`src/rtl/core/rhpq_pkg.sv`:
```
// Shared types and constants for the RGB hue palette quantizer.
// Holds the beat structs, the match kind codes and the palette hue table.
// Depends on nothing; every other file in rtl/core uses it.
package rhpq_pkg;

	// Palette geometry.
	localparam int PALETTE_SIZE = 9;
	localparam int IDX_W        = 4;
	localparam int CODE_W       = 7;
	localparam int PALETTE_W    = PALETTE_SIZE * CODE_W;

	// Hue numerator scaled by 60 stays below 360*255, so 17 bits cover it.
	localparam int HUE_W   = 17;
	localparam int DELTA_W = 8;

	// Palette hues in degrees, in palette order.
	localparam logic [8:0] PALETTE_HUE [PALETTE_SIZE] = '{
		9'd0, 9'd30, 9'd55, 9'd120, 9'd180, 9'd235, 9'd280, 9'd325, 9'd305
	};

	// Configuration register indexes.
	typedef enum logic [0:0] {
		REG_PALETTE = 1'b0,
		REG_WHITE   = 1'b1
	} reg_index_t;

	// Result kinds.
	typedef enum logic [1:0] {
		KIND_HUE     = 2'd0,
		KIND_WHITE   = 2'd1,
		KIND_INVALID = 2'd2
	} kind_t;

	// Input beat.
	typedef struct packed {
		logic [23:0] rgb_value;
		logic        colour_valid;
	} in_beat_t;

	// Result beat.
	typedef struct packed {
		logic [CODE_W-1:0] pad_code;
		logic [1:0]        match_kind;
	} out_beat_t;

	// Token handed from cell to cell along the chain.
	typedef struct packed {
		kind_t              kind;
		logic [HUE_W-1:0]   hue_num;
		logic [DELTA_W-1:0] delta;
		logic [HUE_W-1:0]   best_dist;
		logic [IDX_W-1:0]   best_idx;
	} token_t;

endpackage

```
`src/rtl/core/rhpq_front.sv`:
```
// Front stage of the quantizer: max, min, delta, grey test and hue numerator.
// Produces the first chain token in a register. Depends on rhpq_pkg.
module rhpq_front (
	input  logic               clk,
	input  logic               arst_n,
	input  logic               in_valid,
	input  rhpq_pkg::in_beat_t in_beat,
	output logic               in_ready,
	output logic               out_valid,
	output rhpq_pkg::token_t   out_tok,
	input  logic               out_ready
);

	logic [7:0]  r, g, b;
	logic [7:0]  mx, mn, d;
	logic [14:0] sat_lhs, sat_rhs;
	logic [11:0] n_signed;
	logic [10:0] n_val;
	rhpq_pkg::token_t tok;
	logic        valid_q;
	rhpq_pkg::token_t tok_q;

	assign r = in_beat.rgb_value[23:16];
	assign g = in_beat.rgb_value[15:8];
	assign b = in_beat.rgb_value[7:0];

	// Spread of the three channels.
	always_comb begin
		mx = r;
		if (g > mx) mx = g;
		if (b > mx) mx = b;
		mn = r;
		if (g < mn) mn = g;
		if (b < mn) mn = b;
		d = mx - mn;
		sat_lhs = 15'(d) * 15'd100;
		sat_rhs = 15'(mx) * 15'd18;
	end

	// Hue numerator, red tested first, then green.
	always_comb begin
		if (mx == r) begin
			n_signed = 12'(g) - 12'(b);
			if (n_signed[11]) n_signed = n_signed + 12'(d) * 12'd6;
		end else if (mx == g) begin
			n_signed = 12'(b) - 12'(r) + 12'(d) * 12'd2;
		end else begin
			n_signed = 12'(r) - 12'(g) + 12'(d) * 12'd4;
		end
		n_val = n_signed[10:0];
	end

	// Build the token that enters the first hue cell.
	always_comb begin
		tok.hue_num   = rhpq_pkg::HUE_W'(n_val) * rhpq_pkg::HUE_W'(60);
		tok.delta     = d;
		tok.best_dist = rhpq_pkg::HUE_W'(d) * rhpq_pkg::HUE_W'(361);
		tok.best_idx  = '0;
		if (!in_beat.colour_valid) begin
			tok.kind = rhpq_pkg::KIND_INVALID;
		end else if (d == 8'd0 || sat_lhs < sat_rhs) begin
			tok.kind = rhpq_pkg::KIND_WHITE;
		end else begin
			tok.kind = rhpq_pkg::KIND_HUE;
		end
	end

	assign in_ready = !valid_q || out_ready;

	// Stage valid flag.
	always_ff @(posedge clk or negedge arst_n) begin
		if (!arst_n) begin
			valid_q <= 1'b0;
		end else if (in_ready) begin
			valid_q <= in_valid;
		end
	end

	// Stage payload.
	always_ff @(posedge clk) begin
		if (in_ready && in_valid) begin
			tok_q <= tok;
		end
	end

	assign out_valid = valid_q;
	assign out_tok   = tok_q;

endmodule

```
`src/rtl/core/rhpq_cell.sv`:
```
// One hue cell of the chain: circular distance to one palette hue, keep the best.
// Identical cells differ only by the hue and index on their ports. Depends on rhpq_pkg.
module rhpq_cell (
	input  logic                       clk,
	input  logic                       arst_n,
	input  logic [8:0]                 hue,
	input  logic [rhpq_pkg::IDX_W-1:0] index,
	input  logic                       in_valid,
	input  rhpq_pkg::token_t           in_tok,
	output logic                       in_ready,
	output logic                       out_valid,
	output rhpq_pkg::token_t           out_tok,
	input  logic                       out_ready
);

	logic [rhpq_pkg::HUE_W-1:0] target, full_turn, diff, alt, near_dist;
	rhpq_pkg::token_t tok;
	logic             valid_q;
	rhpq_pkg::token_t tok_q;

	// Distances are all scaled by delta, so the compare is exact.
	always_comb begin
		target    = rhpq_pkg::HUE_W'(hue) * rhpq_pkg::HUE_W'(in_tok.delta);
		full_turn = rhpq_pkg::HUE_W'(in_tok.delta) * rhpq_pkg::HUE_W'(360);
		if (in_tok.hue_num >= target) begin
			diff = in_tok.hue_num - target;
		end else begin
			diff = target - in_tok.hue_num;
		end
		alt       = full_turn - diff;
		near_dist = (alt < diff) ? alt : diff;
		tok       = in_tok;
		// Strict compare keeps the earlier entry on a tie.
		if (near_dist < in_tok.best_dist) begin
			tok.best_dist = near_dist;
			tok.best_idx  = index;
		end
	end

	assign in_ready = !valid_q || out_ready;

	// Stage valid flag.
	always_ff @(posedge clk or negedge arst_n) begin
		if (!arst_n) begin
			valid_q <= 1'b0;
		end else if (in_ready) begin
			valid_q <= in_valid;
		end
	end

	// Stage payload.
	always_ff @(posedge clk) begin
		if (in_ready && in_valid) begin
			tok_q <= tok;
		end
	end

	assign out_valid = valid_q;
	assign out_tok   = tok_q;

endmodule

```
`src/rtl/core/rhpq_select.sv`:
```
// Output stage: turns the final token into a pad code and holds the result beat.
// Reads the configuration registers from the top level. Depends on rhpq_pkg.
module rhpq_select (
	input  logic                           clk,
	input  logic                           arst_n,
	input  logic [rhpq_pkg::PALETTE_W-1:0] palette,
	input  logic [rhpq_pkg::CODE_W-1:0]    white,
	input  logic                           in_valid,
	input  rhpq_pkg::token_t               in_tok,
	output logic                           in_ready,
	output logic                           out_valid,
	output rhpq_pkg::out_beat_t            out_beat,
	input  logic                           out_stall
);

	logic [rhpq_pkg::CODE_W-1:0] hue_code;
	rhpq_pkg::out_beat_t         beat;
	logic                        valid_q;
	rhpq_pkg::out_beat_t         beat_q;

	// Palette entry chosen by the chain.
	always_comb begin
		hue_code = palette[rhpq_pkg::CODE_W-1:0];
		for (int i = 0; i < rhpq_pkg::PALETTE_SIZE; i++) begin
			if (in_tok.best_idx == rhpq_pkg::IDX_W'(i)) begin
				hue_code = palette[i*rhpq_pkg::CODE_W +: rhpq_pkg::CODE_W];
			end
		end
	end

	// Result code by kind.
	always_comb begin
		beat.match_kind = in_tok.kind;
		unique case (in_tok.kind)
			rhpq_pkg::KIND_INVALID: beat.pad_code = palette[rhpq_pkg::CODE_W-1:0];
			rhpq_pkg::KIND_WHITE:   beat.pad_code = white;
			default:                beat.pad_code = hue_code;
		endcase
	end

	assign in_ready = !valid_q || !out_stall;

	// Output valid flag.
	always_ff @(posedge clk or negedge arst_n) begin
		if (!arst_n) begin
			valid_q <= 1'b0;
		end else if (in_ready) begin
			valid_q <= in_valid;
		end
	end

	// Output payload.
	always_ff @(posedge clk) begin
		if (in_ready && in_valid) begin
			beat_q <= beat;
		end
	end

	assign out_valid = valid_q;
	assign out_beat  = beat_q;

endmodule

```
`src/rtl/core/rgb_hue_palette_quantizer_core.sv`:
```
// Top level of the RGB hue palette quantizer: configuration registers and the cell chain.
// Instantiates rhpq_front, nine rhpq_cell and rhpq_select. Depends on rhpq_pkg.
//
//   Channel   Direction  Handshake           Payload
//   in        input      in_valid/in_stall   in_data (rgb_value, colour_valid)
//   out       output     out_valid/out_stall out_data (pad_code, match_kind)
//   cfg       input      cfg_we              cfg_index, cfg_data
//
// One beat is accepted every cycle while in_stall is low; on its way to the output a beat
// passes through eleven registers: the front stage, the nine hue cells and the output register.
// Every stage has its own valid flag, so an empty stage takes a beat even while the
// output is stalled; in_stall rises only when all eleven stages are full.
// Reset clears the stage valid flags and both configuration registers.
module rgb_hue_palette_quantizer_core (
	input  logic                           clk,
	input  logic                           arst_n,
	input  logic                           in_valid,
	output logic                           in_stall,
	input  rhpq_pkg::in_beat_t             in_data,
	output logic                           out_valid,
	input  logic                           out_stall,
	output rhpq_pkg::out_beat_t            out_data,
	input  logic                           cfg_we,
	input  logic [0:0]                     cfg_index,
	input  logic [rhpq_pkg::PALETTE_W-1:0] cfg_data
);

	localparam int N = rhpq_pkg::PALETTE_SIZE;

	logic [rhpq_pkg::PALETTE_W-1:0] palette_q;
	logic [rhpq_pkg::CODE_W-1:0]    white_q;

	logic             link_valid [N+1];
	logic             link_ready [N+1];
	rhpq_pkg::token_t link_tok   [N+1];
	logic             front_ready;

	// Configuration registers.
	always_ff @(posedge clk or negedge arst_n) begin
		if (!arst_n) begin
			palette_q <= '0;
			white_q   <= '0;
		end else if (cfg_we) begin
			unique case (rhpq_pkg::reg_index_t'(cfg_index))
				rhpq_pkg::REG_PALETTE: palette_q <= cfg_data;
				rhpq_pkg::REG_WHITE:   white_q   <= cfg_data[rhpq_pkg::CODE_W-1:0];
				default:               ;
			endcase
		end
	end

	rhpq_front u_front (
		.clk       (clk),
		.arst_n    (arst_n),
		.in_valid  (in_valid),
		.in_beat   (in_data),
		.in_ready  (front_ready),
		.out_valid (link_valid[0]),
		.out_tok   (link_tok[0]),
		.out_ready (link_ready[0])
	);

	assign in_stall = !front_ready;

	// The chain of hue cells, one palette entry each.
	for (genvar i = 0; i < N; i++) begin : g_cell
		rhpq_cell u_cell (
			.clk       (clk),
			.arst_n    (arst_n),
			.hue       (rhpq_pkg::PALETTE_HUE[i]),
			.index     (rhpq_pkg::IDX_W'(i)),
			.in_valid  (link_valid[i]),
			.in_tok    (link_tok[i]),
			.in_ready  (link_ready[i]),
			.out_valid (link_valid[i+1]),
			.out_tok   (link_tok[i+1]),
			.out_ready (link_ready[i+1])
		);
	end

	rhpq_select u_select (
		.clk       (clk),
		.arst_n    (arst_n),
		.palette   (palette_q),
		.white     (white_q),
		.in_valid  (link_valid[N]),
		.in_tok    (link_tok[N]),
		.in_ready  (link_ready[N]),
		.out_valid (out_valid),
		.out_beat  (out_data),
		.out_stall (out_stall)
	);

	// An invalid colour always reports the red entry.
	a_invalid_red: assert property (@(posedge clk) disable iff (!arst_n)
		(out_valid && out_data.match_kind == rhpq_pkg::KIND_INVALID)
			|-> out_data.pad_code == palette_q[rhpq_pkg::CODE_W-1:0])
		else $error("invalid colour did not give the red code");

	// A grey colour always reports the white code.
	a_white_code: assert property (@(posedge clk) disable iff (!arst_n)
		(out_valid && out_data.match_kind == rhpq_pkg::KIND_WHITE)
			|-> out_data.pad_code == white_q)
		else $error("grey colour did not give the white code");

	// The input is held off only when the output is full and stalled.
	a_stall_source: assert property (@(posedge clk) disable iff (!arst_n)
		in_stall |-> (out_valid && out_stall))
		else $error("input stalled while the output could move");

	// A stalled output beat leaves the output stage full in the next cycle.
	a_chain_holds: assert property (@(posedge clk) disable iff (!arst_n)
		(out_valid && out_stall) |=> out_valid)
		else $error("stalled output beat was dropped");

endmodule

```
`config.mk`:
```
export PLATFORM = sky130hd
export DESIGN_NAME = rgb_hue_palette_quantizer_core
export DESIGN_NICKNAME = d
export VERILOG_FILES = /design/src/rtl/core/rhpq_pkg.sv /design/src/rtl/core/rhpq_front.sv /design/src/rtl/core/rhpq_cell.sv /design/src/rtl/core/rhpq_select.sv /design/src/rtl/core/rgb_hue_palette_quantizer_core.sv
export SDC_FILE = /design/constraint.sdc
export NUM_CORES = 2
export LEC_CHECK = 0
export ABC_AREA = 1
export BUFFER_PORTS_ARGS = -buffer_cell sky130_fd_sc_hd__buf_2
export CAP_MARGIN = 10
export CORE_MARGIN = 10
export CORE_UTILIZATION = 55
export CTS_CLUSTER_SIZE = 14
export DETAILED_ROUTE_END_ITERATION = 6
export PLACE_DENSITY_LB_ADDON = 0.25
export SYNTH_ARGS = -nofsm -noshare
export SYNTH_HDL_FRONTEND = slang
export SYNTH_HIERARCHICAL = 1
export SYNTH_SLANG_ARGS = --single-unit
```
`constraint.sdc`:
```
create_clock -name clk -period 24 [get_ports clk]
set_input_delay 3.6 -clock clk [delete_from_list [all_inputs] [get_ports clk]]
set_output_delay 3.6 -clock clk [all_outputs]
set_load 0.005 [all_outputs]
```
==> qor.txt <==
CLOCK NETWORK
--------------------------------------------------------------------------------
Clock root cell                                                     sky130_fd_sc_hd__clkbuf_16
Post-CTS Repair Setup Buffers                                                  0
Hold-fix buffer count after cts                                                0
Number of gates resized after CTS                                              0
Later-pin clock latency in the skew report                               0.68 ns
Worst-path clk slew                                                      0.06 ns
Maximum clock path buffer count                                                3
CTS sink cnt                                                                 519
TritonCTS clock tree                                                         yes
Inserted Clock Buffers                                                        68
H-tree depth                                                                   3

YOSYS
--------------------------------------------------------------------------------
Number of instances in the synthesized netlist                             12717
Count of synthesis-stage warnings from yosys                                   6
Netlist area before placement                                        0.09131 mm²
Synthesized area per cell                                              7.180 µm²

DRT
--------------------------------------------------------------------------------
Number of detailed-route iterations in the first pass                          6
Via density                                                                5.306
Total number of vias                                                       79501
DRC viols                                                                      0
Routed wire length                                                      252.5 mm
Count of nets left with antenna violations after detail routing                0
Final routed wire length divided by cell count                          16.85 µm
Drt initial violations                                                      6070

STA
--------------------------------------------------------------------------------
Unrepaired setup endpoints after global routing                               no
Share of the clock period used by the worst path after layout             58.00%
Final setup violating endpoints                                                0
Max-slew violations                                                            0
Shortest clock period the worst path allows after layout                13.92 ns
Total negative setup slack                                                  0 ns
Largest clock skew in the final design                                0.02841 ns
Maximum clock frequency                                              0.07184 GHz
Normalized max-slew margin                                                12.87%
Transition time of the tightest slew-check pin                          1.307 ns
Final Hold Violating Endpoints                                                 0

PLACE
--------------------------------------------------------------------------------
Port Buffer Count                                                            104
DP HPWL                                                                 211.6 mm
Final weighted congestion in routability-driven placement                 0.9824

MIN PATH
--------------------------------------------------------------------------------
Type of the worst min-delay path                                    flop to flop

SETUP PATH
--------------------------------------------------------------------------------
Biggest fanout along the worst timing path                                    26
Data required time of the worst path                                    24.54 ns
Worst endpoint data arrival time                                        14.46 ns
Critical path's slowest cell                                        sky130_fd_sc_hd__inv_1
Biggest cell delay along the critical path                               0.81 ns
Kind of critical path                                               flop to flop
Startpoint type of the worst setup path                                     flop
Endpoint type of the worst setup path                                       flop

DIE
--------------------------------------------------------------------------------
Die Span X                                                              427.4 µm
I/O pin count                                                                105
Std-Cell Core Area                                                    0.1650 mm²
Floorplan die height                                                    427.4 µm
Number of cell rows                                                          149
Initial Utilization                                                       55.34%
Overall die area                                                      0.1827 mm²

FINISH
--------------------------------------------------------------------------------
Top library cells by usage in the layout, fill and taps aside       sky130_fd_sc_hd__nand2_1 (3109), sky130_fd_sc_hd__inv_1 (2908), sky130_fd_sc_hd__ha_1 (1385), sky130_fd_sc_hd__nand3_1 (869), sky130_fd_sc_hd__a21oi_1 (658)
Final layout net count                                                     14742
Most common cell after layout, fill and taps aside                  sky130_fd_sc_hd__nand2_1
Synth-to-layout area growth                                               5.192%
Ratio of cells with drive above 1 in the final layout                     5.903%

GRT
--------------------------------------------------------------------------------
Number of global-route vias before repair                                  78865
Overall track demand over capacity in global routing                      27.47%
Remaining global-route overflow                                                0
Number of antenna violations at the first check in global routing              7
Global-route wire length before repair                                  409.6 mm
Largest net degree at the start of global routing                             73

FLOW RUN
--------------------------------------------------------------------------------
Number of max-cap violations                                                   0

STATUS
--------------------------------------------------------------------------------
Outcome                                                                completed

-- stage by stage --
step	cells	utilization, %	setup WS (ns)	instance area [µm²]	hold slack (ns)
2_1_floorplan	12837	-	11.51	91760	0.4003
3_3_place_gp	14855	56.76	10.43	93650	0.4028
3_5_place_dp	14855	56.76	10.20	93650	0.4068
4_1_cts	14979	58.21	10.41	96040	0.4193
5_1_grt	14982	58.21	8.976	96040	0.4193
6_report	14984	58.21	10.08	96050	0.4179
-- registers in the layout, indices dropped and copies added, names as in the netlist --
register                 flops
g_cell.u_cell/out_tok      390
palette_q                   63
u_front/out_tok             39
g_cell.u_cell/out_valid      9
u_select/out_beat            9
white_q                      7
u_front/out_valid            1
u_select/out_valid           1
-- layout make-up --
class / instances / area, µm²
timing repair buffer: 140 / 793.3
tap: 2189 / 2739
clock buffer: 80 / 1808
multi-input combinational: 9058 / 63870
clock inverter: 44 / 574.3
antenna: 5 / 12.51
inverter: 2949 / 11080
sequential: 519 / 15180
fill: 15701 / 68940
-- critical path: cells and delay by family (launching register included) --
family,cells,cell delay [ns]
AND/OR/NAND/NOR,21,3.68
XOR/XNOR,2,0.69
adder cells (fa/ha/maj),9,3.64
flip-flops,1,0.63
AO/OA/AOI/OAI,16,3.88
buffers and inverters,9,1.28
-- path summary, 6_finish.rpt --
check	start	endpoint	slack [ns]	cells after the start
setup / recovery	g_cell[5].u_cell/out_tok[26]	g_cell[6].u_cell/out_tok[7]	10.08	57
hold / removal	g_cell[4].u_cell/out_tok[47]	g_cell[5].u_cell/out_tok[47]	0.42	0
setup reg to reg	g_cell[5].u_cell/out_tok[26]	g_cell[6].u_cell/out_tok[7]	10.08	57
hold reg to reg	g_cell[4].u_cell/out_tok[47]	g_cell[5].u_cell/out_tok[47]	0.42	0
max in group asynchronous	arst_n	palette_q[18]	20.08	2
min in group asynchronous	arst_n	palette_q[53]	2.92	1
-- routing by layer --
metal	vias to the layer above	share of wire, %	track usage (%)
li1	39589	-	-
met1	37403	44	36.34
met2	2087	48	47.27
met3	420	4.7	2.157
met4	2	3.5	9.232
met5	-	0.0051	0
Power is not shown: default switching activity piles up to over one toggle a cycle in this logic, so the estimate is an artifact.
